File: src/m2q_pkg.sv
// Shared widths, payload types and latency for the matrix-to-quaternion pipeline.
package m2q_pkg;

    localparam int DW       = 16;
    localparam int FRAC     = DW - 2;
    localparam int VW       = DW + 3;
    localparam int MW       = DW + 1;
    localparam int SQW      = 2 * MW;
    localparam int N2W      = SQW + 2;
    localparam int RW       = N2W + 1;
    localparam int SQ_STEPS = N2W / 2;
    localparam int NW       = SQ_STEPS;
    localparam int DENW     = NW + 1;
    localparam int QW       = FRAC + 1;
    localparam int REMW     = MW + FRAC + 2;
    localparam int LAT      = 3 + SQ_STEPS + 1 + QW + 1;

    localparam logic signed [DW-1:0] ONE_Q = DW'(1 << FRAC);

    typedef struct packed {
        logic signed [DW-1:0] m00;
        logic signed [DW-1:0] m01;
        logic signed [DW-1:0] m02;
        logic signed [DW-1:0] m10;
        logic signed [DW-1:0] m11;
        logic signed [DW-1:0] m12;
        logic signed [DW-1:0] m20;
        logic signed [DW-1:0] m21;
        logic signed [DW-1:0] m22;
    } t_mat;

    typedef struct packed {
        logic signed [DW-1:0] qw;
        logic signed [DW-1:0] qx;
        logic signed [DW-1:0] qy;
        logic signed [DW-1:0] qz;
        logic                 degenerate;
    } t_quat;

    typedef struct packed {
        logic [3:0][MW-1:0] mag;
        logic [3:0]         neg;
        logic               degen;
    } t_comp;

endpackage

File: src/m2q_front.sv
// Front stages: component vector, magnitudes and squares, squared norm.
module m2q_front (
    input  logic              i_clk,
    input  logic              i_rst_n,
    input  logic              i_vld,
    input  m2q_pkg::t_mat     i_mat,
    output logic              o_vld,
    output m2q_pkg::t_comp    o_comp,
    output logic [m2q_pkg::N2W-1:0] o_n2
);
    import m2q_pkg::*;

    logic signed [VW-1:0] e00, e01, e02, e10, e11, e12, e20, e21, e22, trace, s;
    logic signed [VW-1:0] n_v [0:3];
    logic                 n_deg;
    logic signed [VW-1:0] r_v [0:3];
    logic                 r_a_deg, r_a_vld;
    logic [3:0][MW-1:0]   n_mag;
    logic [3:0]           n_neg;
    logic [3:0][SQW-1:0]  r_sq;
    t_comp                r_b_comp, r_c_comp;
    logic                 r_b_vld, r_c_vld;
    logic [N2W-1:0]       r_n2;

    always_comb begin
        e00 = VW'(i_mat.m00); e01 = VW'(i_mat.m01); e02 = VW'(i_mat.m02);
        e10 = VW'(i_mat.m10); e11 = VW'(i_mat.m11); e12 = VW'(i_mat.m12);
        e20 = VW'(i_mat.m20); e21 = VW'(i_mat.m21); e22 = VW'(i_mat.m22);
        trace = e00 + e11 + e22;
        s = '0;
        n_deg = 1'b0;
        if (trace > 0) begin
            n_v[0] = trace + VW'(ONE_Q);
            n_v[1] = e21 - e12;
            n_v[2] = e02 - e20;
            n_v[3] = e10 - e01;
        end else if (e22 > e00 && e22 > e11) begin
            s = e22 - e00 - e11 + VW'(ONE_Q);
            n_v[3] = s;
            n_v[0] = e10 - e01;
            n_v[1] = e02 + e20;
            n_v[2] = e12 + e21;
        end else if (e11 > e00) begin
            s = e11 - e22 - e00 + VW'(ONE_Q);
            n_v[2] = s;
            n_v[0] = e02 - e20;
            n_v[3] = e21 + e12;
            n_v[1] = e01 + e10;
        end else begin
            s = e00 - e11 - e22 + VW'(ONE_Q);
            n_v[1] = s;
            n_v[0] = e21 - e12;
            n_v[2] = e10 + e01;
            n_v[3] = e20 + e02;
        end
        if (trace <= 0 && s <= 0) begin
            n_deg = 1'b1;
        end
    end

    always_comb begin
        for (int c = 0; c < 4; c++) begin
            n_neg[c] = r_v[c][VW-1];
            n_mag[c] = n_neg[c] ? MW'(-r_v[c]) : MW'(r_v[c]);
        end
    end

    always_ff @(posedge i_clk) begin
        if (!i_rst_n) begin
            r_a_vld <= 1'b0;
            r_b_vld <= 1'b0;
            r_c_vld <= 1'b0;
        end else begin
            r_a_vld <= i_vld;
            r_b_vld <= r_a_vld;
            r_c_vld <= r_b_vld;
        end
    end

    always_ff @(posedge i_clk) begin
        for (int c = 0; c < 4; c++) begin
            r_v[c]  <= n_v[c];
            r_sq[c] <= SQW'(n_mag[c]) * SQW'(n_mag[c]);
        end
        r_a_deg        <= n_deg;
        r_b_comp.mag   <= n_mag;
        r_b_comp.neg   <= n_neg;
        r_b_comp.degen <= r_a_deg;
        r_c_comp       <= r_b_comp;
        r_n2 <= N2W'(r_sq[0]) + N2W'(r_sq[1]) + N2W'(r_sq[2]) + N2W'(r_sq[3]);
    end

    assign o_vld  = r_c_vld;
    assign o_comp = r_c_comp;
    assign o_n2   = r_n2;

endmodule

File: config.mk
export PLATFORM = sky130hd
export DESIGN_NAME = m2q_front
export DESIGN_NICKNAME = d
export VERILOG_FILES = /design/src/m2q_pkg.sv /design/src/m2q_front.sv
export SDC_FILE = /design/constraint.sdc
export NUM_CORES = 2
export LEC_CHECK = 0
export BUFFER_PORTS_ARGS = -buffer_cell sky130_fd_sc_hd__clkbuf_2
export CAP_MARGIN = 30
export CELL_PAD_IN_SITES_DETAIL_PLACEMENT = 1
export CELL_PAD_IN_SITES_GLOBAL_PLACEMENT = 2
export CORE_UTILIZATION = 41
export DETAILED_ROUTE_END_ITERATION = 6
export GPL_TIMING_DRIVEN = 0
export PLACE_DENSITY = 0.82
export SYNTH_ARGS = -nofsm -noshare
export SYNTH_HDL_FRONTEND = slang
export SYNTH_SLANG_ARGS = --single-unit
export TNS_END_PERCENT = 100
File: constraint.sdc
create_clock -name i_clk -period 11.3 [get_ports i_clk]
set_input_delay 1.13 -clock i_clk [delete_from_list [all_inputs] [get_ports i_clk]]
set_output_delay 1.13 -clock i_clk [all_outputs]
set_load 0.01 [all_outputs]
Word level (Yosys, flattened, before mapping)
Memories as Yosys holds them, arrays and structs flattened.
Index checks and enable logic that the tools add are counted.
Widths: inputs -> output; s select.
- add/subtract/negate cells: 25
- multiply operators: 4
- magnitude comparators: 6
- multiplexer cells: 11
- reduce and logical (&&, ||, !) cells: 2
- operator list (kind ; count):
    $mux 76 ; 3
    $mul 17x17->34 ; 4
    $sub 16x16->17 ; 6
    $add 18x16->19 const B ; 4
    $add 16x16->17 ; 4
    $mux 17 ; 4
    $neg 17->17 ; 4
    $mux 19 ; 3
    $sub 17x16->18 ; 3
    $gt 16x16->1 ; 3
    $add 35x34->36 ; 1
    $add 36x34->36 ; 1
    $add 34x34->35 ; 1
    $le 19x1->1 const B ; 1
    $add 17x16->18 ; 1
    $gt 18x1->1 const B ; 1
    $le 18x1->1 const B ; 1
    $logic_and 1x1->1 ; 2
    $mux 1 ; 1
- register bits: 322
- RAM bits: 76
- input bits: 147
- output and inout bits: 110
- word-level logic and storage cells: 70
- memories kept: 1
- memory list (memory ; words ; bits a word ; read ports ; clocked after memory_dff ; write ports ; RTL line ; text):
    r_v ; 4 ; 19 ; 4 ; 0 ; 4 ; m2q_front.sv:16 ; logic signed [VW-1:0] r_v [0:3];

Longest topological paths before layout
- word-level depth: 9
- mapped depth: 35
- mapped depth without buffers: 32

Worst setup path after synthesis
OpenSTA, ideal clock, no wires.
- kind: register to register
- start point: memory r_v[2][0] (netlist name)
- end point: register r_sq[100] (netlist name)
- setup time: 0.072 ns
- data arrival time: 8.197 ns
- setup slack: 3.031 ns
- cell stages (with the launch flop): 33
- buffers on the path: 3
- period minus slack after synthesis: 8.269 ns
- cell sequence: dfxtp_1 -> clkbuf_1 -> inv_1 -> clkbuf_1 -> ha_1 -> nand3b_1 -> or4_1 -> o41ai_1 -> xor2_1 -> inv_1 -> clkbuf_1 -> nand2_1 -> fa_1 -> fa_1 -> fa_1 -> inv_1 -> fa_1 -> fa_1 -> inv_1 -> fa_1 -> inv_1 -> ha_1 -> a21o_1 -> a21o_1 -> a221oi_1 -> a21boi_1 -> a21oi_1 -> a211oi_1 -> a41o_1 -> o41ai_2 -> o21ai_0 -> a21oi_1 -> xnor2_1
- RTL lines (what ; RTL line ; text):
    start: declaration ; m2q_front.sv:16 ;
    end signal: indexed assignment ; m2q_front.sv:83 ; r_sq[c] <= SQW'(n_mag[c]) * SQW'(n_mag[c]);
    end: declaration ; m2q_front.sv:20 ; logic [3:0][SQW-1:0] r_sq;

==> metrics.cfg <==
[sta]
period_needed_ns=10.45
post-route-period-util_pct=92.46
hold_violations=0
worst_pin_slew_ns=1.040
setup_viol=0
maxSlewViolCount=0
max_freq_mhz=95.71
fin_worst_skew_ns=0.02919
rsz0062_at_grt=false
maxSlewHeadroom_pct=29.67
finalWorstSetupSlack_ns=0.8521

[die]
rows=135
die_y_um=373.4
core_area_mm2=0.1361
die_area_mm2=0.1394
dieWidth_um=373.4
start_util_pct=41.54
num_io_pins=257

[finish]
fin_util_pct=45.61
nets=8427
fillCellCount=16030
drive_gt1_share_pct=6.790
area_delta_synth_final_pct=9.797
fin_cells=8442

[global_routing]
grt_pass1_wl_um=284500
grt_pass1_vias=48170
overflow=0
grt_max_degree=15
antenna_found_initial=10
grt_usage_pct=26.70

[place]
pre_cts_ws_ns=0.8776
placedCellCount=8345
dp_hpwl_um=157300
place.port_buffers=256
place_congestion=0.9284

[job]
cap_violations=0

[worst_hold_path]
hp-class=reg -> reg
holdPathStages=0
worstHoldStart=r_b_comp[31]
holdPathEnd=o_comp[31]

[setup_path]
cp-start-kind=flip-flop
crit-reg2reg-launch=r_v[2][0]
worstPathArrival_ns=10.98
slowest_stage=clkinv_1
max_stage_delay_ns=0.67
path_class=reg -> reg
reg2reg_slack_ns=0.85
cp.required_ns=11.83
cp_common_cell=fa_1
timing.rr.end=r_sq[100]
r2r_cells=32
path_max_fanout=11
cp-end-kind=flip-flop

[status]
status=completed

[synthesis]
synth_edf_count=0
avgSynthCellArea_um2=9.002
yosys_warnings=0
yosysTopAreaCell=fa_1
synth_area_leaders=fa_1, ha_1, dfxtp_1
synth_commonest_cells=inv_1, fa_1, ha_1, nand2_1, nor2_1
synth_area_mm2=0.05655
synth-async-reset-ratio_pct=0
yosysSeqAreaShare_pct=13.66
yosysUniqueCellTypes=89
synthFlopType=dfxtp_1
synth_top_cell_area_share_pct=31.90
synth.most_common_cell=inv_1
synth_cells=6282
ys_ff_latch=386

[clock_network]
hold_buffers=0
cts_max_level=2
cts_setup_buffers=0
cts.repair.resized=0
clock-sinks=386
clkTransAtPathRegs_ns=0.06
cts_root_buffer=clkbuf_16
clock_latency_ns=0.66
cts_tree=built
clock_path_buffers=3
numCtsBuffers=49

[drt]
viasPerCell=5.184
ant_nets=0
avgRoutedWirePerCell_um=21.73
dr.pass1.iters=5
drtIter0Drc=2414
route.detailed.drc=0
drt-total-wl_um=183400
vias=43760

final cells by class:
cell class | count | area (um2) | area share [%]
Multi-Input combinational cell | 4354 | 43030 | 69.30
Sequential cell | 386 | 7727 | 12.45
Inverter | 1404 | 5270 | 8.488
Tap cell | 1781 | 2228 | 3.589
Timing Repair Buffer | 284 | 1545 | 2.489
Clock buffer | 58 | 1280 | 2.061
Buffer | 139 | 576.8 | 0.9290
Clock inverter | 32 | 424.2 | 0.6831
Antenna cell | 4 | 10.01 | 0.01612
critical path, delay by kind of cell, from the launching register on:
family / cells / cell delay, ns
buffers and inverters: 8 / 2.03
DFF: 1 / 0.35
adders and majority gates: 8 / 3.51
AOI/OAI and AO/OA: 11 / 2.71
and+or+nand+nor: 3 / 1.07
xor gates and xnor gates: 2 / 0.60
flip-flops by register name, summed over array words and instances, names as in the netlist:
signal	cells
o_n2	36
r_b_vld	1
o_comp	73
r_v	72
r_a_vld	1
r_a_deg	1
o_vld	1
r_sq	128
r_b_comp	73
how the worst max path moves through the flow:
stage                   start         to
floorplan           r_v[2][0]  r_sq[100]
global placement    r_v[1][0]   r_sq[66]
detailed placement  r_v[2][0]  r_sq[100]
CTS                 r_v[2][0]  r_sq[100]
global route        r_v[2][0]  r_sq[100]
finish              r_v[2][0]  r_sq[100]
stage by stage:
step	hold slack, ns	setup TNS [ns]	instance area (um2)
floorplan	0.3096	0	56550
global placement	0.3114	-0.08813	60060
detailed placement	0.3132	0	60350
CTS	0.3241	0	62050
global route	0.3273	0	62080
finish	0.3240	0	62090
routing by layer:
metal | global-route usage, % | wire length, um | up-vias
met5 | 0 | 10 | -
met4 | 8.262 | 6180 | 2
met3 | 2.688 | 7331 | 250
met2 | 45.48 | 87820 | 900
met1 | 35.61 | 82060 | 22320
li1 | - | - | 20290
cells in the final DEF (no fill, tap or decap), drive strengths merged, types with 48 or more instances in the layout:
| cell | netlist | routed |
|---|---|---|
| xor2 | 100 | 100 |
| nor2 | 510 | 510 |
| a21oi | 264 | 264 |
| xnor2 | 259 | 259 |
| nand2b | 54 | 54 |
| nand3 | 64 | 64 |
| o21ai | 171 | 171 |
| a21o | 87 | 87 |
| fa | 901 | 901 |
| clkbuf | 118 | 432 |
| inv | 1383 | 1396 |
| ha | 761 | 761 |
| nor3 | 64 | 64 |
| a31oi | 51 | 51 |
| dfxtp | 386 | 386 |
| nor2b | 48 | 48 |
| nand2 | 531 | 531 |
logic make-up (layout without fill, tap and decap cells):
group / Yosys count / in the layout / synth area share, %
XOR/XNOR: 359 / 359 / 5.573
AO/OA/AOI/OAI: 891 / 891 / 10.24
adder cells (fa/ha/maj): 1662 / 1662 / 48.73
buffers and inverters: 1543 / 1917 / 10.34
other: 2 / 7 / 0.01328
multiplexers: 30 / 30 / 0.5620
flip-flops: 386 / 386 / 13.66
AND/OR/NAND/NOR: 1409 / 1409 / 10.87
Power is not shown: default switching activity piles up to over one toggle a cycle in this logic, so the estimate is an artifact.
