===== src/m2q_pkg.sv =====
// Shared widths, payload types and latency for the matrix-to-quaternion pipeline.
package m2q_pkg;

    localparam int DW       = 16;
    localparam int FRAC     = DW - 2;
    localparam int VW       = DW + 3;
    localparam int MW       = DW + 1;
    localparam int SQW      = 2 * MW;
    localparam int N2W      = SQW + 2;
    localparam int RW       = N2W + 1;
    localparam int SQ_STEPS = N2W / 2;
    localparam int NW       = SQ_STEPS;
    localparam int DENW     = NW + 1;
    localparam int QW       = FRAC + 1;
    localparam int REMW     = MW + FRAC + 2;
    localparam int LAT      = 3 + SQ_STEPS + 1 + QW + 1;

    localparam logic signed [DW-1:0] ONE_Q = DW'(1 << FRAC);

    typedef struct packed {
        logic signed [DW-1:0] m00;
        logic signed [DW-1:0] m01;
        logic signed [DW-1:0] m02;
        logic signed [DW-1:0] m10;
        logic signed [DW-1:0] m11;
        logic signed [DW-1:0] m12;
        logic signed [DW-1:0] m20;
        logic signed [DW-1:0] m21;
        logic signed [DW-1:0] m22;
    } t_mat;

    typedef struct packed {
        logic signed [DW-1:0] qw;
        logic signed [DW-1:0] qx;
        logic signed [DW-1:0] qy;
        logic signed [DW-1:0] qz;
        logic                 degenerate;
    } t_quat;

    typedef struct packed {
        logic [3:0][MW-1:0] mag;
        logic [3:0]         neg;
        logic               degen;
    } t_comp;

endpackage


===== src/m2q_sqrt.sv =====
// Pipelined integer square root of the squared norm, one root bit per stage.
module m2q_sqrt (
    input  logic                    i_clk,
    input  logic                    i_rst_n,
    input  logic                    i_vld,
    input  m2q_pkg::t_comp          i_comp,
    input  logic [m2q_pkg::N2W-1:0] i_n2,
    output logic                    o_vld,
    output m2q_pkg::t_comp          o_comp,
    output logic [m2q_pkg::NW-1:0]  o_n
);
    import m2q_pkg::*;

    logic [N2W-1:0] x_p   [0:SQ_STEPS];
    logic [RW-1:0]  res_p [0:SQ_STEPS];
    t_comp          cmp_p [0:SQ_STEPS];
    logic [SQ_STEPS:0] vld_p;
    logic [N2W-1:0] r_x   [0:SQ_STEPS-1];
    logic [RW-1:0]  r_res [0:SQ_STEPS-1];
    t_comp          r_cmp [0:SQ_STEPS-1];
    logic [SQ_STEPS-1:0] r_vld;

    assign x_p[0]   = i_n2;
    assign res_p[0] = '0;
    assign cmp_p[0] = i_comp;
    assign vld_p[0] = i_vld;

    for (genvar g = 0; g < SQ_STEPS; g++) begin : g_step
        localparam logic [RW-1:0] BIT = RW'(1) << (2 * (SQ_STEPS - 1 - g));
        logic [RW-1:0]  sum;
        logic [N2W-1:0] n_x;
        logic [RW-1:0]  n_res;

        always_comb begin
            sum = res_p[g] + BIT;
            if ({1'b0, x_p[g]} >= sum) begin
                n_x   = x_p[g] - sum[N2W-1:0];
                n_res = (res_p[g] >> 1) + BIT;
            end else begin
                n_x   = x_p[g];
                n_res = res_p[g] >> 1;
            end
        end

        always_ff @(posedge i_clk) begin
            if (!i_rst_n) begin
                r_vld[g] <= 1'b0;
            end else begin
                r_vld[g] <= vld_p[g];
            end
        end

        always_ff @(posedge i_clk) begin
            r_x[g]   <= n_x;
            r_res[g] <= n_res;
            r_cmp[g] <= cmp_p[g];
        end

        assign x_p[g+1]   = r_x[g];
        assign res_p[g+1] = r_res[g];
        assign cmp_p[g+1] = r_cmp[g];
        assign vld_p[g+1] = r_vld[g];
    end

    assign o_vld  = vld_p[SQ_STEPS];
    assign o_comp = cmp_p[SQ_STEPS];
    assign o_n    = res_p[SQ_STEPS][NW-1:0];

endmodule


===== config.mk =====
export PLATFORM = sky130hd
export DESIGN_NAME = m2q_sqrt
export DESIGN_NICKNAME = d
export VERILOG_FILES = /design/src/m2q_pkg.sv /design/src/m2q_sqrt.sv
export SDC_FILE = /design/constraint.sdc
export NUM_CORES = 2
export LEC_CHECK = 0
export BUFFER_PORTS_ARGS = -buffer_cell sky130_fd_sc_hd__buf_4
export CAP_MARGIN = 0
export CORE_ASPECT_RATIO = 0.75
export CORE_UTILIZATION = 55
export DETAILED_ROUTE_END_ITERATION = 10
export PLACE_DENSITY = 0.71
export SYNTH_ARGS = -nofsm -noshare
export SYNTH_HDL_FRONTEND = slang
export SYNTH_SLANG_ARGS = --single-unit

===== constraint.sdc =====
create_clock -name i_clk -period 3.57 [get_ports i_clk]
set_clock_uncertainty 0.1 [all_clocks]
set_input_delay 0 -clock i_clk [delete_from_list [all_inputs] [get_ports i_clk]]
set_output_delay 0 -clock i_clk [all_outputs]
set_load 0.005 [all_outputs]

After elaboration in Yosys (flattened, before gate mapping):

Memory sizes are Yosys's and may differ from the RTL's.
Cells that the tools add are included.

* register bits: 18
* bits in latches: 0
* bits in writable memories: 2628
* bits in read-only memories: 0
* output and inout port bits: 92
* logic and storage cells: 127
* memories: 3

* add/sub/neg operators: 52
* multipliers: 0
* div/mod/pow operators: 0
* order comparisons: 18
* equality and inequality tests: 0
* shift-type cells: 0
* multiplexer cells: 36
* bitwise operators: 0
* reductions and logical operators: 0

Memories
* r_cmp: depth 18, bits a word 73, rd ports 18, clocked after memory_dff 0, wr ports 18, RTL line m2q_sqrt.sv:20 `t_comp r_cmp [0:SQ_STEPS-1];`
* r_res: depth 18, bits a word 37, rd ports 18, clocked after memory_dff 0, wr ports 18, RTL line m2q_sqrt.sv:19 `logic [RW-1:0] r_res [0:SQ_STEPS-1];`
* r_x: depth 18, bits a word 36, rd ports 17, clocked after memory_dff 0, wr ports 18, RTL line m2q_sqrt.sv:18 `logic [N2W-1:0] r_x [0:SQ_STEPS-1];`

Operators with widths (count)
* 36-bit 2-to-1 mux: 18
* 36-bit by 37-bit greater-or-equal comparator with 1-bit output: 17
* 37-bit 2-to-1 mux: 17
* 36-bit subtractor: 17
* 36-bit by 1-bit adder with 37-bit output, second input constant: 1
* 36-bit by 11-bit adder with 37-bit output, second input constant: 1
* 36-bit by 13-bit adder with 37-bit output, second input constant: 1
* 36-bit by 15-bit adder with 37-bit output, second input constant: 1
* 36-bit by 17-bit adder with 37-bit output, second input constant: 1
* 36-bit by 19-bit adder with 37-bit output, second input constant: 1
* 36-bit by 21-bit adder with 37-bit output, second input constant: 1
* 36-bit by 23-bit adder with 37-bit output, second input constant: 1
* 36-bit by 25-bit adder with 37-bit output, second input constant: 1
* 36-bit by 27-bit adder with 37-bit output, second input constant: 1
* 36-bit by 29-bit adder with 37-bit output, second input constant: 1
* 36-bit by 3-bit adder with 37-bit output, second input constant: 1
* 36-bit by 31-bit adder with 37-bit output, second input constant: 1
* 36-bit by 33-bit adder with 37-bit output, second input constant: 1
* 36-bit by 5-bit adder with 37-bit output, second input constant: 1
* 36-bit by 7-bit adder with 37-bit output, second input constant: 1
* 36-bit by 9-bit adder with 37-bit output, second input constant: 1
* 37-bit by 1-bit adder with 37-bit output, second input constant: 1
* 37-bit by 11-bit adder with 37-bit output, second input constant: 1
* 37-bit by 13-bit adder with 37-bit output, second input constant: 1
* other kinds (17): 17

Depth between registers and ports, before layout:

An unclocked memory read counts as a cell.

* depth in word-level cells: 4
* mapped depth: 11
* gate-level depth less buffers: 10

Worst setup path before layout:

No wires, ideal clock.

* kind: register to register
* from: mem r_res[14][9] (netlist name)
* to: mem r_x[15][25] (netlist name)
* library setup time: 0.127 ns
* data arrival time: 2.585 ns
* data required time: 3.343 ns
* path slack: 0.758 ns
* cell stages (with the launch flop): 11
* buffers on the path: 1
* cells stage by stage: dfxtp_1 > inv_1 > ha_1 > a211o_1 > o21ai_2 > nor4b_1 > nor3_1 > or4b_1 > buf_6 > o41ai_2 > o21ai_1

RTL lines (RTL line)
* start: declaration: m2q_sqrt.sv:19
* end: declaration: m2q_sqrt.sv:18

==> results.toml <==
[cts]
clk_pin_slew_ns = 0.07
clk_path_buf_depth = 3
cts_setup_buffers = 0
cts_sinks = 2115
clk_latency_ns = 0.80
cts_tree = "yes"
cts_inserted_buffers = 176
cts_htree_levels = 4
root_buffer = "clkbuf_16"

[worst_setup_path]
cp_data_arrival_time_ns = 3.89
startpoint_type = "register"
ff2ff_path_depth = 9
crit_family = "simple AND/OR/NAND/NOR gates"
crit_type = "reg -> reg"
worstPathRequired_ns = 4.10
crit_chain = "inv_1, ha_1, nand4_1, nand2b_1, or4_1, or4b_4, or4b_1, o41ai_2, o21ai_1"
max_stage_delay_ns = 0.72
r2r_start = "r_res[14][20]$_DFF_P_"
cp_max_fo = 9
rrSetupSlack_ns = 0.21
crit_slowest_cell = "or4b_1"
path_buf_inv = 1
cp.depth = 9
end_kind = "register"
r2r-end = "r_x[15][25]$_DFF_P_"

[layout]
diodes = 0
multiInputGateArea_mm2 = 0.01242
drive_above_1_share_pct = 11.52
fill_cells = 7023
utilization_pct = 66.33
register_area_mm2 = 0.04234
layout.cells.non_filler = 6253
syn2layout_area_growth_pct = 19.35
layout.nets = 5070
final_area_mm2 = 0.06731

[routing]
drcViolationCount = 0
postRouteAntennaNets = 0
post_drt_wl_per_cell_um = 15.96
wl_mm = 99.78
via_count = 30310
drt_iter0_drc = 1758
post_drt_via_cell_ratio = 4.848
first_pass_iters = 6

[worst_hold_path]
holdPathStages = 0
min_path_type = "reg -> reg"
hold_start = "r_cmp[16][65]$_DFF_P_"
holdPathEnd = "r_cmp[17][65]$_DFF_P_"

[logic_synthesis]
ys_async_sr_fraction_pct = 0
yosys_warnings = 0
synth-xor-area-share_pct = 3.774
synthAdderAreaFrac_pct = 4.104
synthDistinctLibCells = 82
synth_seq_area_share_pct = 75.07
synth-seq-cells = 2115
synth_top_family_by_area = "simple AND/OR/NAND/NOR gates"
synth_mux_area_share_pct = 0.3838
synth_ff_type = "dfxtp_1"
synthSimpleGateAreaFrac_pct = 8.058
synth_compound_area_share_pct = 5.697
postSynthCellCount = 4266
avgSynthCellArea_um2 = 13.22
synth_edf_count = 0
netlist_area_mm2 = 0.05640
syn-num-nets = 4563

[floorplan]
ios = 204
initial_core_util_pct = 55.58
dieArea_mm2 = 0.1038
core_area_mm2 = 0.1015
dieWidth_um = 371.8
placementRows = 101
die_h_um = 279.3

[sta]
hold_viol = 0
setup_violations = 0
maxSlewHeadroom_pct = 34.97
period_needed_ns = 3.357
setup_tns_ns = 0
max_freq_mhz = 297.9
rsz0062_at_grt = "no"
worst_slew_pin_slew_ns = 0.9672
worst_slack_ns = 0.2134
fin_crit_sh_pct = 94.02
drv_slew = 0

[place]
hpwl_mm = 60.63
place_area_mm2 = 0.05900
io_buffers = 203
dp.cells = 5710
place_congestion = 0.9178
place_ws_ns = 0.08694

[pwr]
ir_drop_mv = 0.5422
p_per_area_mw_per_mm2 = 830.5
leakage_nw = 29.59

[flow_run]
cap_violations = 0

[global_route]
grt_pass1_wl_mm = 159.8
grt_usage_pct = 19.46
grt.overflow.total = 0
grt_pass1_vias = 30510
grt_max_degree = 41
antenna_found_initial = 1

[run_status]
outcome = "complete, no violations"
## logic make-up (layout without fill, tap and decap cells)
kind of cell    count (synthesis)  count (layout)
flops                        2115            2115
simple gates                  839             839
compound gates                513             513
buf+inv                       351             999
xor+xnor                      243             243
fa+ha+maj                     185             185
mux                            20              20
## per-stage QoR
stage | total power, W | hold WS [ns]
after floorplan | 0.03425 | -0.07228
after global placement | 0.03634 | 0.004317
after detailed placement | 0.03652 | 0.005416
after CTS | 0.05618 | 0.2003
after global routing | 0.05870 | 0.2125
final | 0.05590 | 0.2088
## power breakdown
group,internal (W),switching (W),leakage [nW]
logic,0.00373,0.00428,8.84
registers,0.0265,0.00188,17.8
clock network,0.0109,0.00855,2.95
## cell usage in the layout (no fill, tap or decap), types with 35 or more instances in the layout
cell / Yosys / layout
nor2_1: 166 / 164
inv_1: 227 / 227
xor2_1: 136 / 136
a21o_1: 45 / 45
xnor2_1: 107 / 107
dfxtp_1: 2115 / 2115
nand2_1: 165 / 165
buf_4: 77 / 224
clkbuf_1: 27 / 40
nor4_1: 97 / 97
clkbuf_16: 0 / 177
o21a_1: 35 / 35
dlygate4sd3_1: 0 / 224
o21ai_0: 140 / 140
nand3_1: 41 / 41
nand4_1: 40 / 40
or3_1: 35 / 35
nand2b_1: 40 / 40
nor3_1: 83 / 83
ha_1: 185 / 185
a21oi_1: 140 / 140
## Yosys cell counts (9+ instances only)
master | instances | share of area [%]
o211ai_1 | 19 | 0.25
ha_1 | 185 | 4.1
nor2_1 | 166 | 1.1
nand4b_1 | 10 | 0.16
inv_1 | 227 | 1.5
nand2_1 | 165 | 1.1
or3_1 | 35 | 0.39
or4_1 | 27 | 0.36
nand3_1 | 41 | 0.36
nor3_1 | 83 | 0.74
xor2_1 | 136 | 2.1
buf_4 | 77 | 1.0
a31oi_1 | 10 | 0.11
nand4_1 | 40 | 0.44
nor4b_1 | 20 | 0.31
o21bai_1 | 11 | 0.15
o21a_1 | 35 | 0.47
mux2_2 | 13 | 0.26
a211oi_1 | 18 | 0.24
a21oi_1 | 140 | 1.2
xnor2_1 | 107 | 1.7
buf_2 | 10 | 0.089
a21o_1 | 45 | 0.60
o21ai_0 | 140 | 1.2
nand3b_1 | 9 | 0.12
o31ai_1 | 23 | 0.31
dfxtp_1 | 2115 | 75
and2_1 | 25 | 0.28
nor4_1 | 97 | 1.1
nor2b_1 | 25 | 0.28
or2_2 | 13 | 0.14
clkbuf_1 | 27 | 0.18
nand2b_1 | 40 | 0.44
## worst reg2reg max path, stage by stage, from the launching register on
cell	delay [ns]
dfxtp_1	0.32
inv_1	0.05
ha_1	0.37
nand4_1	0.18
nand2b_1	0.24
or4_1	0.61
or4b_4	0.26
or4b_1	0.72
o41ai_2	0.30
o21ai_1	0.09
## timing repair
| action | in CTS | in global routing |
|---|---|---|
| hold buffers | 224 | 0 |
| setup endpoints to repair | 0 | 12 |
| endpoints found under the hold margin | 128 | 0 |
| resized for setup | 0 | 2 |
## flip-flops by register name (all words and copies together) (netlist names)
register / count
o_vld: 1
r_res: 171
r_cmp: 1314
r_vld: 17
r_x: 612
## routing by layer
metal | global-route usage, % | up-vias | share of wire, %
met2 | 31.36 | 777 | 46
met5 | 0 | - | 0
met4 | 6.820 | 0 | 2.3
li1 | - | 15230 | -
met3 | 3.978 | 172 | 5.5
met1 | 26.02 | 14140 | 46
## final cells by class
| type | instances | area share (%) |
|---|---|---|
| Clock buffer | 251 | 7.499 |
| Clock inverter | 68 | 1.502 |
| Inverter | 231 | 1.294 |
| Multi-Input combinational cell | 1800 | 18.45 |
| Sequential cell | 2115 | 62.90 |
| Tap cell | 1339 | 2.489 |
| Timing Repair Buffer | 449 | 5.859 |
## how the worst max path moves through the flow
stage                          startpoint                   to  slack (ns)
floorplan            r_res[14][9]$_DFF_P_  r_x[15][25]$_DFF_P_        0.76
global placement    r_res[11][13]$_DFF_P_  r_x[12][27]$_DFF_P_        0.26
detailed placement  r_res[11][13]$_DFF_P_  r_x[12][31]$_DFF_P_        0.09
CTS                 r_res[11][12]$_DFF_P_  r_x[12][31]$_DFF_P_        0.05
global route        r_res[11][12]$_DFF_P_  r_x[12][31]$_DFF_P_        0.02
finish              r_res[14][20]$_DFF_P_  r_x[15][25]$_DFF_P_        0.21
Power figures use the tool's default switching activity.
